[config.mk]
export PLATFORM = sky130hd
export DESIGN_NAME = sbtl_cell
export DESIGN_NICKNAME = d
export VERILOG_FILES = /design/src/hdl/sbtl_pkg.sv /design/src/hdl/sbtl_cell.sv
export SDC_FILE = /design/constraint.sdc
export NUM_CORES = 1
export LEC_CHECK = 0
export BUFFER_PORTS_ARGS = -buffer_cell sky130_fd_sc_hd__clkbuf_2
export CORE_MARGIN = 10
export CORE_UTILIZATION = 55
export DETAILED_ROUTE_END_ITERATION = 10
export GPL_ROUTABILITY_DRIVEN = 0
export GPL_TIMING_DRIVEN = 0
export PLACE_DENSITY = 0.83
export SLEW_MARGIN = 20
export SYNTH_ARGS = -nofsm -noshare
export SYNTH_HDL_FRONTEND = slang
export SYNTH_SLANG_ARGS = --single-unit
[constraint.sdc]
create_clock -name clk -period 9.9 [get_ports clk]
set_input_delay 2.97 -clock clk [delete_from_list [all_inputs] [get_ports clk]]
set_output_delay 2.97 -clock clk [all_outputs]
set_load 0.03 [all_outputs]
[src/hdl/sbtl_pkg.sv]
// ----------------------------------------------------------------------------
// sbtl_pkg
// Shared types and constants of the sorted binding table lookup: table
// geometry, status and command codes, and the structs that run along the
// chain of table cells.
// ----------------------------------------------------------------------------
package sbtl_pkg;

	// table geometry
	localparam int KINDS   = 5;
	localparam int ENTRIES = 32;

	// field widths fixed by the interface
	localparam int KIND_IN_W = 3;
	localparam int CODE_W    = 8;
	localparam int MODS_W    = 16;
	localparam int KEY_W     = CODE_W + MODS_W;
	localparam int CTX_W     = 16;
	localparam int HANDLER_W = 16;
	localparam int ARG_W     = 32;
	localparam int STATUS_W  = 2;

	// derived widths
	localparam int KIND_W = (KINDS > 1) ? $clog2(KINDS) : 1;
	localparam int IDX_W  = (ENTRIES > 1) ? $clog2(ENTRIES) : 1;
	localparam int CNT_W  = $clog2(ENTRIES + 1);

	// status codes
	localparam logic [STATUS_W-1:0] STATUS_OK        = 2'd0;
	localparam logic [STATUS_W-1:0] STATUS_BAD_KIND  = 2'd1;
	localparam logic [STATUS_W-1:0] STATUS_FULL      = 2'd2;
	localparam logic [STATUS_W-1:0] STATUS_NOT_FOUND = 2'd3;

	// command codes
	localparam logic CMD_INSERT = 1'b0;
	localparam logic CMD_LOOKUP = 1'b1;

	// ignore mask after reset
	localparam logic [MODS_W-1:0] IGNORE_MASK_RESET = 16'd2;

	typedef enum logic [1:0] {
		ST_IDLE,
		ST_INSERT,
		ST_SCAN,
		ST_FINISH
	} state_t;

	// one table entry; key is code over modifiers
	typedef struct packed {
		logic [KEY_W-1:0]     key;
		logic [CTX_W-1:0]     ctx;
		logic [HANDLER_W-1:0] handler;
		logic [ARG_W-1:0]     arg;
	} entry_t;

	// broadcast from the controller to every cell
	typedef struct packed {
		logic [KIND_W-1:0] kind;
		logic [CNT_W-1:0]  count;
		logic              ins_en;
		entry_t            req;
	} bcast_t;

	// insert shift path, cell to upper neighbor
	typedef struct packed {
		logic   gt;
		entry_t ent;
	} shift_t;

	// scan token and running result, cell to upper neighbor
	typedef struct packed {
		logic   tok;
		logic   hit;
		entry_t ent;
	} carry_t;

endpackage

[src/hdl/sbtl_cell.sv]
// ----------------------------------------------------------------------------
// sbtl_cell
// One slot position of every table. Holds the entry at this position for
// each kind, shifts up on insert and checks the passing scan token.
// ----------------------------------------------------------------------------
module sbtl_cell (
	input  logic                  clk,
	input  logic                  arst_n,
	input  logic [sbtl_pkg::IDX_W-1:0] idx,
	input  sbtl_pkg::bcast_t      bc,
	input  sbtl_pkg::shift_t      left_sh,
	input  sbtl_pkg::carry_t      left_cy,
	output sbtl_pkg::shift_t      right_sh,
	output sbtl_pkg::carry_t      right_cy
);
	import sbtl_pkg::*;

	entry_t mem_q [KINDS];
	entry_t cur;
	logic   occ;
	logic   at_end;
	logic   gt;
	logic   match;
	logic   tok_q;
	logic   hit_q;
	entry_t ent_q;

	// slot state for the selected table
	always_comb begin
		cur    = mem_q[bc.kind];
		occ    = CNT_W'(idx) < bc.count;
		at_end = CNT_W'(idx) == bc.count;
		gt     = occ && (cur.key > bc.req.key);
		match  = occ && (cur.key == bc.req.key) && (|(cur.ctx & bc.req.ctx));
	end

	assign right_sh.gt  = gt;
	assign right_sh.ent = cur;

	// insert: take the lower neighbor's entry or the new one
	always_ff @(posedge clk) begin
		if (bc.ins_en) begin
			if (left_sh.gt) begin
				mem_q[bc.kind] <= left_sh.ent;
			end else if (gt || at_end) begin
				mem_q[bc.kind] <= bc.req;
			end
		end
	end

	// scan token moves one cell per cycle
	always_ff @(posedge clk or negedge arst_n) begin
		if (!arst_n) begin
			tok_q <= 1'b0;
		end else begin
			tok_q <= left_cy.tok;
		end
	end

	// first match along the chain wins
	always_ff @(posedge clk) begin
		if (left_cy.tok && !left_cy.hit && match) begin
			hit_q <= 1'b1;
			ent_q <= cur;
		end else begin
			hit_q <= left_cy.hit;
			ent_q <= left_cy.ent;
		end
	end

	assign right_cy.tok = tok_q;
	assign right_cy.hit = hit_q;
	assign right_cy.ent = ent_q;

endmodule

==> flow_summary.ini, run 1 <==
[status]
status = complete, no violations

[timing]
finalMaxSlewViolations = 0
max_slew_margin = 0.3956
rsz0062_at_grt = false
fmax_ghz = 0.1025
timing.hold.ws_ns = 0.6226
finalWorstPathRequiredPeriod_ns = 9.758
finalSetupViolCount = 0
tightest_slew_ns = 0.8971
tns_ns = 0
clock_skew_ns = 0.01759
hold_viol = 0
period_share = 0.9856

[cts]
clkSlewWorstSetupHoldPaths_ns = 0.06
cts_buffers = 53
cts_sinks = 530
htree_num_levels = 2
cts_tree = built
postCtsSetupRepairBufs = 0
cts_hold_buffers = 0
clk_path_buf_depth = 3
insertion_delay_ns = 0.59
cts_root_buffer = clkbuf_16

[synthesis]
synthFlopType = edfxtp_1
yosys_warnings = 0
synth_cell_types = 51
synth.avg_cell_area_sq_um = 18.29
synth_edf_count = 440
yosys-top-cells-area = edfxtp_1 (61%), mux2_2 (13%), dfxtp_1 (8.2%)
syn_nets = 1499
yosys.area.top_type = edfxtp_1
synth_top_area_frac = 0.6091
async_reset_ff_frac = 0.001887
syn-instance-count = 1186
synthesis.area_sq_um = 21690
ys_seq_elements = 530
seq_area_frac_synth = 0.6924

[flow_run]
maxCapViolCount = 0

[finish]
fin_util = 0.6968
multi_input_area_sq_um = 6232
nets = 2036
register_area_sq_um = 15020
drive_gt1_frac = 0.5390
fin_area_sq_um = 27050
area_delta_synth_final_pct = 24.72
num-fill-cells = 2482

[setup_path]
cpLargestDelayFamily = buffers and inverters
worstPathMaxFanout = 19
crit_buf_inv = 5
r2r_start = mem_q[1][65]
crit_start = bc[97]
cp-start-kind = input port
reg2reg_slack_ns = 5.10
cp.arrival_ns = 6.79
rr_endpoint = mem_q[3][29]
crit_chain = buf_2 > buf_2 > clkbuf_1 > o21ai_1 > ha_1 > nand4_1 > or3_1 > nor3_2 > a221o_1 > nor3_1 > o21bai_1 > buf_4 > clkbuf_2
reg2reg_depth = 13
worst_path_max_delay_cell = clkbuf_1
crit_required_ns = 6.93
cp.depth = 13
setup.worst_path.end_class = output port
crit_path_max_incr_delay_ns = 0.61
path_common_cell = buf_2
worst-setup-path-type = input port to output port

[worst_hold_path]
hp-start = mem_q[4][42]
hold_end = right_cy[42]
hold_class = flop to flop
whs_path_depth = 2

[global_routing]
first_global_vias = 14213
gr-total-overflow = 0
grt_usage = 0.2372
grt_max_degree = 24
grt_pass1_wl_mm = 85.53
antenna_found_initial = 6

[floorplan]
io_pins = 463
die_width_um = 218.6
start_util = 0.5587
row_count = 72
fp.dieH_um = 218.6
core_sq_um = 38830
dieArea_sq_um = 47780

[routing]
drt_first_iter_violations = 1050
via_per_inst = 5.782
dr.pass1.iters = 8
wire_per_inst_um = 25.34
detail-route-antenna-nets = 0
vias = 13235
drt-total-wl_mm = 58.01
drc = 0

[power]
ir_worst_vdd_uv = 170.4
comb_power_share = 0.103
p_int_uw = 3939
power.share.clock = 0.406
seqPwrFrac = 0.491
total_power_uw = 5092
power_density_nw_per_um2 = 188.2
p_sw_uw = 1153
p_leak_uw = 0.01047
sw_frac_of_total = 0.2265

[place]
port-buffer-count = 459
place_area_sq_um = 25190
place_hpwl_mm = 42.64
[how the worst max path moves through the flow]
stage,slack (ns),end
after floorplan,-0.60,mem_q[4][0]
after global routing,0.008,right_sh[88]
after global placement,-4.99,mem_q[4][27]
after detailed placement,-0.78,right_sh[88]
final,0.14,right_sh[88]
after CTS,0.02,right_sh[88]
[layout make-up]
class	count	area share
repair buffers	484	0.1040
inverters	36	0.004995
multi-input cells	561	0.2304
plain buffers	57	0.01383
well taps	518	0.02396
diodes	3	0.0002775
flip-flops and latches	530	0.5551
clock buffers	81	0.05929
clock inverters	19	0.008186
[per-layer routing]
metal	GRT usage	wire length (um)	up-vias	part of all wire
met5	0	63	-	0.0011
met4	0.08031	1541	10	0.027
met3	0.05470	4887	130	0.084
met2	0.4014	29170	633	0.50
met1	0.2952	22340	6647	0.39
li1	-	-	5815	-
[power by group through the flow]
stage / sequential (uW) / combinational (uW) / clock [uW]
after global routing: 2500 / 563 / 2180
after CTS: 2500 / 530 / 2100
after detailed placement: 2550 / 525 / 0
after global placement: 2550 / 499 / 0
final: 2500 / 526 / 2070
after floorplan: 2590 / 278 / 0
[registers in the layout (all words and copies together), names as in the netlist]
register	flops
hit_q	1
mem_q	440
tok_q	1
right_cy	88
[kinds of logic after synthesis]
kind of cell	Yosys count	synth area share
muxes	346	0.2153
adders and majority gates	29	0.01673
AOI/OAI and AO/OA	114	0.03715
and+or+nand+nor	72	0.01586
DFF	530	0.6924
buffers and inverters	95	0.02261
[what timing repair did]
item | CTS | global route
cloned | 0 | 0
setup endpoints to repair | 1 | 1
gates resized for setup | 20 | 7
[metrics by stage]
| stage | instances | setup WS [ns] |
|---|---|---|
| after global routing | 2287 | 0.007865 |
| after global placement | 2163 | -4.989 |
| after detailed placement | 2188 | -0.7835 |
| after CTS | 2286 | 0.02072 |
| final | 2289 | 0.1422 |
| after floorplan | 1186 | -0.6036 |
[synthesized netlist by cell type (all sizes together), types with 2 or more instances]
| cell type | n |
|---|---|
| edfxtp | 440 |
| mux2 | 265 |
| dfxtp | 89 |
| mux4 | 66 |
| buf | 44 |
| inv | 36 |
| ha | 29 |
| a22oi | 28 |
| o21ai | 27 |
| nand2 | 26 |
| a21oi | 17 |
| nor2 | 16 |
| clkbuf | 15 |
| mux2i | 15 |
| nand4 | 8 |
| a21o | 6 |
| a22o | 6 |
| nor2b | 6 |
| a222oi | 5 |
| a32oi | 5 |
| nand3 | 5 |
| nor3 | 4 |
| a2111oi | 3 |
| o22ai | 3 |
| a211oi | 2 |
| a221o | 2 |
| nand2b | 2 |
| o211ai | 2 |
| or3 | 2 |
[worst min-delay path: cells and delay by family, from the launching register on]
family | cells | cell delay [ns]
multiplexers | 2 | 0.28
flip-flops | 1 | 0.31
[placed cells by master, fill, tap and decap left out, types with 13 or more instances in the layout]
cell type,n
clkbuf_2,464
edfxtp_1,440
mux2_2,250
dfxtp_1,89
mux4_2,66
clkbuf_16,55
inv_1,36
ha_1,29
a22oi_1,28
nand2_1,26
o21ai_0,23
clkbuf_1,21
buf_2,17
a21oi_1,17
mux2i_1,15
mux2_4,13
clkbuf_8,13
Note: power is estimated with default switching activity, not from simulation.
==> inputs of run 2 (changes only) <==
Settings changed: PLACE_DENSITY 0.83 to 0.8.
==> flow_summary.ini, run 2 (same netlist as run 1, synthesis figures left out) <==
[status]
status = complete, no violations

[worst_hold_path]
whs_path_depth = 2
hold_class = flop to flop

[setup_path]
crit_buf_inv = 5
worst-setup-path-type = input port to output port
cp.depth = 14
reg2reg_depth = 13
crit_required_ns = 6.93
cpLargestDelayFamily = buffers and inverters
cp-start-kind = input port
path_common_cell = buf_2
cp.arrival_ns = 6.73
crit_path_max_incr_delay_ns = 0.54
crit_chain = buf_2 > clkbuf_4 > buf_2 > mux4_2 > mux2_2 > ha_1 > nand4_1 > or3_1 > nor3_2 > a221o_1 > nor3_1 > o21bai_1 > buf_4 > clkbuf_2
worstPathMaxFanout = 10
worst_path_max_delay_cell = mux4_2
setup.worst_path.end_class = output port

[cts]
cts.repair.resized = 25
cts_root_buffer = clkbuf_16
cts_buffers = 53
insertion_delay_ns = 0.59
cts_sinks = 530
htree_num_levels = 2
clkSlewWorstSetupHoldPaths_ns = 0.06
cts_tree = built
clk_path_buf_depth = 3
cts_hold_buffers = 0
postCtsSetupRepairBufs = 0

[timing]
period_share = 0.9793
max_slew_margin = 0.3697
tightest_slew_ns = 0.9423
finalMaxSlewViolations = 0
finalWorstPathRequiredPeriod_ns = 9.696
fmax_ghz = 0.1031
finalSetupViolCount = 0
rsz0062_at_grt = false
clock_skew_ns = 0.01574
hold_viol = 0

[routing]
drc = 0
vias = 13124
wire_per_inst_um = 25.38
drt_first_iter_violations = 1232
drt-total-wl_mm = 58.17
via_per_inst = 5.726
detail-route-antenna-nets = 0
dr.pass1.iters = 7

[floorplan]
row_count = 72
core_sq_um = 38830
die_width_um = 218.6
io_pins = 463
fp.dieH_um = 218.6
start_util = 0.5587
dieArea_sq_um = 47780

[power]
p_leak_uw = 0.01042
power_density_nw_per_um2 = 183.4
ir_worst_vdd_uv = 142.7
total_power_uw = 4951

[global_routing]
antenna_found_initial = 7
first_global_vias = 14233
grt_usage = 0.2395
gr-total-overflow = 0
grt_max_degree = 23
grt_pass1_wl_mm = 86.13

[finish]
nets = 2037
max_flop_register = mem_q
area_delta_synth_final_pct = 24.44
mostFrequentLayoutCells = clkbuf_2 (464), edfxtp_1 (440), mux2_2 (250)
drive_gt1_frac = 0.5336
largest_reg_flops = 440
final_common_cell = clkbuf_2
finalNonFillerCells = 2292
fin_util = 0.6953
num-fill-cells = 2575

[place]
place_hpwl_mm = 43.27
port-buffer-count = 459
placedCellCount = 2189

[flow_run]
maxCapViolCount = 0
run 2: cell count changes in the layout (fill, tap and decap cells not counted), sizes merged:
cell           change
clkinv             +8
clkbuf             -5
clkdlybuf4s18      +1
diode              +2
clkdlybuf4s15      -1
bufinv             -2
inv                +1
buf                -2
clkinvlp           +1
run 2: layout make-up:
class	instances	area, sq um	area share
flip-flops and latches	530	15020	0.5564
clock inverters	27	206.4	0.007648
plain buffers	57	386.6	0.01432
multi-input cells	561	6237	0.2311
diodes	5	12.51	0.0004635
inverters	36	135.1	0.005006
well taps	518	648.1	0.02401
repair buffers	485	2885	0.1069
clock buffers	73	1464	0.05423
run 2: final timing paths:
kind,endpoint,slack [ns],from
worst max-delay path,right_sh[88],0.20,bc[95]
worst min-delay path,right_cy[41],0.62,mem_q[4][41]
worst max register to register,mem_q[1][77],5.07,mem_q[2][65]
worst min register to register,right_cy[41],0.62,mem_q[4][41]
max in group asynchronous,tok_q,7.67,arst_n
min in group asynchronous,tok_q,2.15,arst_n
run 2: through the flow:
step | hold WS, ns | instance area (sq um) | setup slack, ns | setup TNS [ns]
final | 0.6237 | 26990 | 0.2045 | 0
after global routing | 0.6545 | 26990 | 0.01392 | 0
after CTS | 0.6238 | 26970 | 0.01235 | 0
after detailed placement | 0.6105 | 25270 | -0.8498 | -0.8498
after global placement | 0.6012 | 24640 | -5.053 | -2105.60
after floorplan | 0.7399 | 21700 | -0.6036 | -232.64
run 2: routing by layer:
layer / part of all wire / routed length (um) / vias to the layer above / global-route usage
met3: 0.077 / 4497 / 100 / 0.05635
met1: 0.38 / 22160 / 6587 / 0.2907
met2: 0.51 / 29880 / 602 / 0.4125
li1: - / - / 5831 / -
met5: 0.00046 / 27 / - / 0
met4: 0.028 / 1600 / 4 / 0.08146
run 2: where the power goes:
part | switching, uW | internal, uW
Sequential | 13.2 | 2490
Combinational | 320 | 209
Clock | 810 | 1110
run 2: worst register-to-register path, cell delays in order, from the launching register on:
cell and delay (ns):
edfxtp_1 0.36, mux4_2 0.45, mux2_2 0.31, ha_1 0.30, nor2b_1 0.14, o211ai_1 0.14, a2111oi_1 0.49, a211oi_2 0.14
o211ai_1 0.19, nand3_1 0.47, nor3_4 0.91, buf_8 0.26, buf_8 0.18, buf_8 0.18
