[src/hdl/sbtl_pkg.sv]
// ----------------------------------------------------------------------------
// sbtl_pkg
// Shared types and constants of the sorted binding table lookup: table
// geometry, status and command codes, and the structs that run along the
// chain of table cells.
// ----------------------------------------------------------------------------
package sbtl_pkg;

	// table geometry
	localparam int KINDS   = 5;
	localparam int ENTRIES = 32;

	// field widths fixed by the interface
	localparam int KIND_IN_W = 3;
	localparam int CODE_W    = 8;
	localparam int MODS_W    = 16;
	localparam int KEY_W     = CODE_W + MODS_W;
	localparam int CTX_W     = 16;
	localparam int HANDLER_W = 16;
	localparam int ARG_W     = 32;
	localparam int STATUS_W  = 2;

	// derived widths
	localparam int KIND_W = (KINDS > 1) ? $clog2(KINDS) : 1;
	localparam int IDX_W  = (ENTRIES > 1) ? $clog2(ENTRIES) : 1;
	localparam int CNT_W  = $clog2(ENTRIES + 1);

	// status codes
	localparam logic [STATUS_W-1:0] STATUS_OK        = 2'd0;
	localparam logic [STATUS_W-1:0] STATUS_BAD_KIND  = 2'd1;
	localparam logic [STATUS_W-1:0] STATUS_FULL      = 2'd2;
	localparam logic [STATUS_W-1:0] STATUS_NOT_FOUND = 2'd3;

	// command codes
	localparam logic CMD_INSERT = 1'b0;
	localparam logic CMD_LOOKUP = 1'b1;

	// ignore mask after reset
	localparam logic [MODS_W-1:0] IGNORE_MASK_RESET = 16'd2;

	typedef enum logic [1:0] {
		ST_IDLE,
		ST_INSERT,
		ST_SCAN,
		ST_FINISH
	} state_t;

	// one table entry; key is code over modifiers
	typedef struct packed {
		logic [KEY_W-1:0]     key;
		logic [CTX_W-1:0]     ctx;
		logic [HANDLER_W-1:0] handler;
		logic [ARG_W-1:0]     arg;
	} entry_t;

	// broadcast from the controller to every cell
	typedef struct packed {
		logic [KIND_W-1:0] kind;
		logic [CNT_W-1:0]  count;
		logic              ins_en;
		entry_t            req;
	} bcast_t;

	// insert shift path, cell to upper neighbor
	typedef struct packed {
		logic   gt;
		entry_t ent;
	} shift_t;

	// scan token and running result, cell to upper neighbor
	typedef struct packed {
		logic   tok;
		logic   hit;
		entry_t ent;
	} carry_t;

endpackage

[src/hdl/sbtl_ctrl.sv]
// ----------------------------------------------------------------------------
// sbtl_ctrl
// Sequencer of the lookup block: takes items, keeps fill counts and the
// ignore mask, drives the cell chain and holds the result register.
// ----------------------------------------------------------------------------
module sbtl_ctrl (
	input  logic                             clk,
	input  logic                             arst_n,
	input  logic                             in_valid,
	output logic                             in_stall,
	input  logic                             command,
	input  logic [sbtl_pkg::KIND_IN_W-1:0]   event_kind,
	input  logic [sbtl_pkg::CODE_W-1:0]      code,
	input  logic [sbtl_pkg::MODS_W-1:0]      modifiers,
	input  logic [sbtl_pkg::CTX_W-1:0]       context_mask,
	input  logic [sbtl_pkg::HANDLER_W-1:0]   handler_id,
	input  logic [sbtl_pkg::ARG_W-1:0]       handler_arg,
	input  logic                             cfg_valid,
	output logic                             cfg_ready,
	input  logic [sbtl_pkg::MODS_W-1:0]      cfg_data,
	output logic                             out_valid,
	input  logic                             out_stall,
	output logic [sbtl_pkg::STATUS_W-1:0]    status,
	output logic [sbtl_pkg::HANDLER_W-1:0]   found_handler,
	output logic [sbtl_pkg::ARG_W-1:0]       found_arg,
	output logic [sbtl_pkg::CTX_W-1:0]       found_context,
	output sbtl_pkg::bcast_t                 bc,
	output sbtl_pkg::carry_t                 head,
	input  sbtl_pkg::carry_t                 tail
);
	import sbtl_pkg::*;

	state_t              state_q, state_d;
	logic [CNT_W-1:0]    counts_q [KINDS];
	logic [MODS_W-1:0]   mask_q;
	logic [KIND_W-1:0]   kind_q;
	entry_t              req_q;
	logic                launch_q;
	logic [STATUS_W-1:0] res_status_q;
	entry_t              res_ent_q;
	logic                out_valid_q;
	logic [STATUS_W-1:0] status_q;
	entry_t              out_ent_q;

	logic                kind_ok;
	logic                full;
	logic                take;
	logic                ins_en;
	logic                retry;
	logic                scan_done;
	logic                out_load;
	logic [KIND_W-1:0]   kind_in;

	// request checks on the input payload
	always_comb begin
		kind_in = event_kind[KIND_W-1:0];
		kind_ok = {1'b0, event_kind} < (KIND_IN_W + 1)'(KINDS);
		full    = counts_q[kind_in] >= CNT_W'(ENTRIES);
	end

	// state register
	always_ff @(posedge clk or negedge arst_n) begin
		if (!arst_n) begin
			state_q <= ST_IDLE;
		end else begin
			state_q <= state_d;
		end
	end

	// next state and strobes
	always_comb begin
		state_d   = state_q;
		take      = 1'b0;
		ins_en    = 1'b0;
		retry     = 1'b0;
		scan_done = 1'b0;
		out_load  = 1'b0;
		unique case (state_q)
			ST_IDLE: begin
				if (in_valid) begin
					take = 1'b1;
					if (!kind_ok) begin
						state_d = ST_FINISH;
					end else if (command == CMD_LOOKUP) begin
						state_d = ST_SCAN;
					end else if (full) begin
						state_d = ST_FINISH;
					end else begin
						state_d = ST_INSERT;
					end
				end
			end
			ST_INSERT: begin
				ins_en  = 1'b1;
				state_d = ST_FINISH;
			end
			ST_SCAN: begin
				if (tail.tok) begin
					if (!tail.hit && (req_q.key[KEY_W-1:MODS_W] != '0)) begin
						retry = 1'b1;
					end else begin
						scan_done = 1'b1;
						state_d   = ST_FINISH;
					end
				end
			end
			ST_FINISH: begin
				if (!out_valid_q || !out_stall) begin
					out_load = 1'b1;
					state_d  = ST_IDLE;
				end
			end
			default: state_d = ST_IDLE;
		endcase
	end

	assign in_stall  = (state_q != ST_IDLE);
	assign cfg_ready = 1'b1;

	// control registers: counts, mask, scan launch, output valid
	always_ff @(posedge clk or negedge arst_n) begin
		if (!arst_n) begin
			for (int k = 0; k < KINDS; k++) begin
				counts_q[k] <= '0;
			end
			mask_q      <= IGNORE_MASK_RESET;
			launch_q    <= 1'b0;
			out_valid_q <= 1'b0;
		end else begin
			if (ins_en) begin
				counts_q[kind_q] <= counts_q[kind_q] + 1'b1;
			end
			if (cfg_valid) begin
				mask_q <= cfg_data;
			end
			launch_q <= (take && kind_ok && (command == CMD_LOOKUP)) || retry;
			if (out_load) begin
				out_valid_q <= 1'b1;
			end else if (!out_stall) begin
				out_valid_q <= 1'b0;
			end
		end
	end

	// request and result payload
	always_ff @(posedge clk) begin
		if (take) begin
			kind_q          <= kind_in;
			req_q.ctx       <= context_mask;
			req_q.handler   <= handler_id;
			req_q.arg       <= handler_arg;
			res_ent_q       <= '0;
			if (command == CMD_LOOKUP) begin
				req_q.key <= {code, modifiers & ~mask_q};
			end else begin
				req_q.key <= {code, modifiers};
			end
			if (!kind_ok) begin
				res_status_q <= (command == CMD_LOOKUP) ? STATUS_NOT_FOUND
				                                        : STATUS_BAD_KIND;
			end else if ((command == CMD_INSERT) && full) begin
				res_status_q <= STATUS_FULL;
			end else begin
				res_status_q <= STATUS_OK;
			end
		end
		// second pass uses the wildcard code
		if (retry) begin
			req_q.key[KEY_W-1:MODS_W] <= '0;
		end
		if (scan_done) begin
			if (tail.hit) begin
				res_status_q <= STATUS_OK;
				res_ent_q    <= tail.ent;
			end else begin
				res_status_q <= STATUS_NOT_FOUND;
				res_ent_q    <= '0;
			end
		end
		if (out_load) begin
			status_q  <= res_status_q;
			out_ent_q <= res_ent_q;
		end
	end

	// chain drive
	always_comb begin
		bc.kind   = kind_q;
		bc.count  = counts_q[kind_q];
		bc.ins_en = ins_en;
		bc.req    = req_q;
		head.tok  = launch_q;
		head.hit  = 1'b0;
		head.ent  = '0;
	end

	assign out_valid     = out_valid_q;
	assign status        = status_q;
	assign found_handler = out_ent_q.handler;
	assign found_arg     = out_ent_q.arg;
	assign found_context = out_ent_q.ctx;

endmodule

[config.mk]
export PLATFORM = sky130hd
export DESIGN_NAME = sbtl_ctrl
export DESIGN_NICKNAME = d
export VERILOG_FILES = /design/src/hdl/sbtl_pkg.sv /design/src/hdl/sbtl_ctrl.sv
export SDC_FILE = /design/constraint.sdc
export NUM_CORES = 1
export LEC_CHECK = 0
export BUFFER_PORTS_ARGS = -buffer_cell sky130_fd_sc_hd__buf_4
export CAP_MARGIN = 20
export CORE_AREA = 2 2 177 179
export DETAILED_ROUTE_END_ITERATION = 12
export DIE_AREA = 0 0 179 181
export PLACE_DENSITY = 0.7
export SYNTH_ARGS = -nofsm -noshare
export SYNTH_HDL_FRONTEND = slang
export SYNTH_SLANG_ARGS = --single-unit
[constraint.sdc]
create_clock -name clk -period 15.1 [get_ports clk]
set_input_delay 0.755 -clock clk [delete_from_list [all_inputs] [get_ports clk]]
set_output_delay 0.755 -clock clk [all_outputs]
set_load 0.05 [all_outputs]
==> metrics.txt <==
# TYPE chip_impl_metric gauge
chip_impl_metric{name="synth-edff-count",unit=""} 215
chip_impl_metric{name="first_global_vias",unit=""} 5950
chip_impl_metric{name="timing.setup.tns",unit="ps"} 0
chip_impl_metric{name="timing_worst_slew_pin_value",unit="ps"} 953
chip_impl_metric{name="post_route_cells_drive_above_1_share",unit=""} 0.434
chip_impl_metric{name="dpl.hpwl",unit="mm"} 17.7
chip_impl_metric{name="ys_seq_area_frac",unit=""} 0.749
chip_impl_info{name="worstSetupStartpointType",value="register"} 1
chip_impl_metric{name="drt-pass1-iter-count",unit=""} 5
chip_impl_info{name="cts_tree",value="yes"} 1
chip_impl_metric{name="die-width",unit="um"} 179
chip_impl_metric{name="die_height",unit="um"} 181
chip_impl_metric{name="fin_util",unit=""} 0.471
chip_impl_metric{name="leakage_power_summed_over_all_cells",unit="nW"} 5.97
chip_impl_metric{name="maximum_number_of_pins_on_one_net_before_global_route_repair",unit=""} 93
chip_impl_info{name="dominantRegCellSynth",value="sky130_fd_sc_hd__edfxtp_1"} 1
chip_impl_metric{name="number_of_endpoints_failing_setup_at_the_final_stage",unit=""} 0
chip_impl_metric{name="gp_congestion",unit=""} 0.778
chip_impl_metric{name="grt_first_pass_wirelength",unit="mm"} 35.0
chip_impl_metric{name="final.min_clock_period",unit="ps"} 3370
chip_impl_info{name="ctsRootBufferMaster",value="sky130_fd_sc_hd__clkbuf_16"} 1
chip_impl_metric{name="syn-mean-instance-area",unit="um2"} 16.2
chip_impl_metric{name="netlist_instances",unit=""} 650
chip_impl_metric{name="fraction_of_the_mapped_netlist_area_in_adder_cells",unit=""} 0.00714
chip_impl_metric{name="yosys_warnings",unit=""} 0
chip_impl_metric{name="fp.dieArea",unit="mm2"} 0.0324
chip_impl_metric{name="grt.total_usage",unit=""} 0.142
chip_impl_metric{name="timing.hold.ws",unit="ps"} 246
chip_impl_metric{name="ir_worst_vdd",unit="mV"} 0.120
chip_impl_metric{name="boundaryPins",unit=""} 460
chip_impl_metric{name="finalWirelength",unit="mm"} 24.8
chip_impl_metric{name="drv_cap",unit=""} 0
chip_impl_metric{name="viasPerCell",unit=""} 4.26
chip_impl_info{name="layout_commonest_cell",value="sky130_fd_sc_hd__buf_4"} 1
chip_impl_info{name="rsz0062_at_grt",value="no"} 1
chip_impl_info{name="status",value="finished clean"} 1
chip_impl_metric{name="postSynth.asyncResetShare",unit=""} 0.183
chip_impl_metric{name="synth_compound_area_frac",unit=""} 0.0452
chip_impl_info{name="ys_top_cells_by_area",value="sky130_fd_sc_hd__edfxtp_1 61%, sky130_fd_sc_hd__dfrtp_1 12%, sky130_fd_sc_hd__buf_4 6.6%, sky130_fd_sc_hd__and2_1 3.8%, sky130_fd_sc_hd__mux2_2 2.7%"} 1
chip_impl_info{name="hold_class",value="in2async"} 1
chip_impl_metric{name="timing.fmax",unit="MHz"} 296
chip_impl_info{name="crit_chain",value="mux4_2, a21o_1, buf_4"} 1
chip_impl_metric{name="fin_crit_share",unit=""} 0.223
chip_impl_metric{name="cp_slowest_stage_delay",unit="ps"} 950
chip_impl_metric{name="synth_area_in_simple_gates",unit=""} 0.0740
chip_impl_metric{name="cts_post_setup_buffers_inserted",unit=""} 0
chip_impl_metric{name="detailroute.via_count",unit=""} 6090
chip_impl_metric{name="cts-resized-gates",unit=""} 0
chip_impl_metric{name="synth_xor_xnor_area_share",unit=""} 0.00738
chip_impl_metric{name="cp_max_fo",unit=""} 21
chip_impl_metric{name="starting_density_of_the_core",unit=""} 0.346
chip_impl_metric{name="final_critical_path_setup_slack",unit="ps"} 11730
chip_impl_metric{name="finalMaxSlewViolations",unit=""} 0
chip_impl_metric{name="clk_transition_reported_paths",unit="ps"} 60
chip_impl_metric{name="power.density",unit="mW/mm2"} 195
chip_impl_info{name="layout_common_cells",value="348 x sky130_fd_sc_hd__buf_4, 215 x sky130_fd_sc_hd__edfxtp_1, 90 x sky130_fd_sc_hd__conb_1, 64 x sky130_fd_sc_hd__and2_1, 49 x sky130_fd_sc_hd__dfrtp_1"} 1
chip_impl_info{name="timing.setup.critical_path_class",value="reg2out"} 1
chip_impl_metric{name="synthesis.area",unit="mm2"} 0.0105
chip_impl_metric{name="drcViolationCount",unit=""} 0
chip_impl_metric{name="final_report_hold_violation_count",unit=""} 0
chip_impl_metric{name="cts-buffers-inserted",unit=""} 30
chip_impl_info{name="synth_top_family_by_area",value="buffers and inverters"} 1
chip_impl_metric{name="final_net_count",unit=""} 1216
chip_impl_metric{name="grt_remaining_overflow",unit=""} 0
chip_impl_metric{name="clock-sinks",unit=""} 273
chip_impl_metric{name="area_growth_from_synthesis_to_layout",unit="%"} 35.9
chip_impl_metric{name="pre_cts_ws",unit="ps"} 12260
chip_impl_info{name="slowest_stage",value="sky130_fd_sc_hd__edfxtp_1"} 1
chip_impl_metric{name="yosys.area.top_type_share",unit=""} 0.614
chip_impl_metric{name="core",unit="mm2"} 0.0303
chip_impl_metric{name="synth_seq_cells",unit=""} 273
chip_impl_metric{name="fp-row-count",unit=""} 64
chip_impl_metric{name="clock_tree.htree_level_count",unit=""} 1
chip_impl_metric{name="clock_latency",unit="ps"} 540
chip_impl_metric{name="ctsLongestPathBuffers",unit=""} 3
chip_impl_metric{name="synth.area.mux_share",unit=""} 0.0392
chip_impl_metric{name="worstPathArrival",unit="ps"} 2620
chip_impl_metric{name="cts.hold.buffers_added",unit=""} 0
chip_impl_metric{name="drt_iter0_drc",unit=""} 389
chip_impl_metric{name="worst_clk_skew",unit="ps"} 14.0
chip_impl_metric{name="timing.slew.headroom",unit=""} 0.364
chip_impl_metric{name="ant_nets",unit=""} 0
chip_impl_metric{name="ys_types",unit=""} 50
chip_impl_metric{name="antenna_violations_before_repair",unit=""} 1
chip_impl_metric{name="wire_per_inst",unit="um"} 17.4
chip_impl_metric{name="worst_ep_required_time",unit="ps"} 14350
chip_impl_info{name="crit_path_end_kind",value="primary output"} 1
chip_impl_metric{name="io_buffers",unit=""} 345
chip_impl_info{name="synth_largest_area_cell",value="sky130_fd_sc_hd__edfxtp_1"} 1
==> critical path: cells and delay by family (launching register included) <==
kind / cells / cell delay, ps
compound gates: 1 / 290
mux: 1 / 610
flops: 1 / 950
buf+inv: 1 / 230
==> registers in the layout (all words and copies together), names as in the netlist <==
register and cells:
state_q 2, mask_q 16, found_context 16, kind_q 3, counts_q 30, found_handler 16, found_arg 32, launch_q 1
out_valid 1, bc 88, res_ent_q 64, res_status_q 2, status 2
==> power breakdown <==
group          total [W]  internal (W)  switching, W
logic           0.000875      0.000235      0.000640
clock network   0.000784      0.000489      0.000295
registers        0.00112       0.00105     0.0000693
==> kinds of logic after synthesis <==
kind of cell               after synthesis
AOI/OAI and AO/OA                       73
xor gates and xnor gates                 5
adders and majority gates                6
buffers and inverters                  117
DFF                                    273
muxes                                   35
other                                    2
and+or+nand+nor                        139
==> metal layers <==
metal  vias up  global-route usage  routed length (um)
li1       2865                   -                   -
met1      2915               0.162                8920
met2       268               0.257               13100
met3        42              0.0320                2120
met4         0              0.0533                 710
met5         -                   0                   0
==> Yosys cell counts, drive strengths merged (2+ instances only) <==
library cell,n
nor4,2
buf,95
mux2,26
conb,2
o211ai,2
and2,64
mux4,2
mux2i,7
xnor2,4
a31oi,2
clkbuf,17
o22ai,2
o21a,3
a21oi,11
nor2b,4
a21o,3
inv,4
and3b,2
o21ai,30
and3,2
dfxtp,8
nand2,48
nor2,6
dfrtp,49
ha,6
nand3,4
a21boi,17
nand3b,3
edfxtp,215
==> final timing paths <==
path                                              from                  endpoint  slack, ps  depth (start not counted)
min reg2reg                res_ent_q[16]$_SDFFCE_PN0P_   found_arg[16]$_DFFE_PP_        410                          0
min                                             arst_n     mask_q[6]$_DFFE_PN0P_        250                          1
max in group asynchronous                       arst_n  counts_q[10]$_DFFE_PN0P_      14360                          1
max                                kind_q[0]$_DFFE_PP_                    bc[89]      11730                          3
max reg2reg                        kind_q[0]$_DFFE_PP_  counts_q[10]$_DFFE_PN0P_      12330                          6
min in group clk                       context_mask[5]          bc[53]$_DFFE_PP_        390                          1
==> stage by stage <==
step                      cell area, um2  instances  total power (W)
after detailed placement           13200       1370          0.00202
after global placement             13200       1370          0.00200
final                              14300       1428          0.00278
after CTS                          14300       1426          0.00281
after floorplan                    10800        738          0.00176
after global routing               14300       1428          0.00289
==> layout make-up <==
class                      instances  area, um2
timing repair buffer             349       2640
sequential                       273       7870
fill                            2580      16100
multi-input combinational        348       2170
inverter                           5       20.0
tap                              396        495
antenna                            1       2.50
clock buffer                      37        818
clock inverter                    19        265
Power figures use the tool's default switching activity.
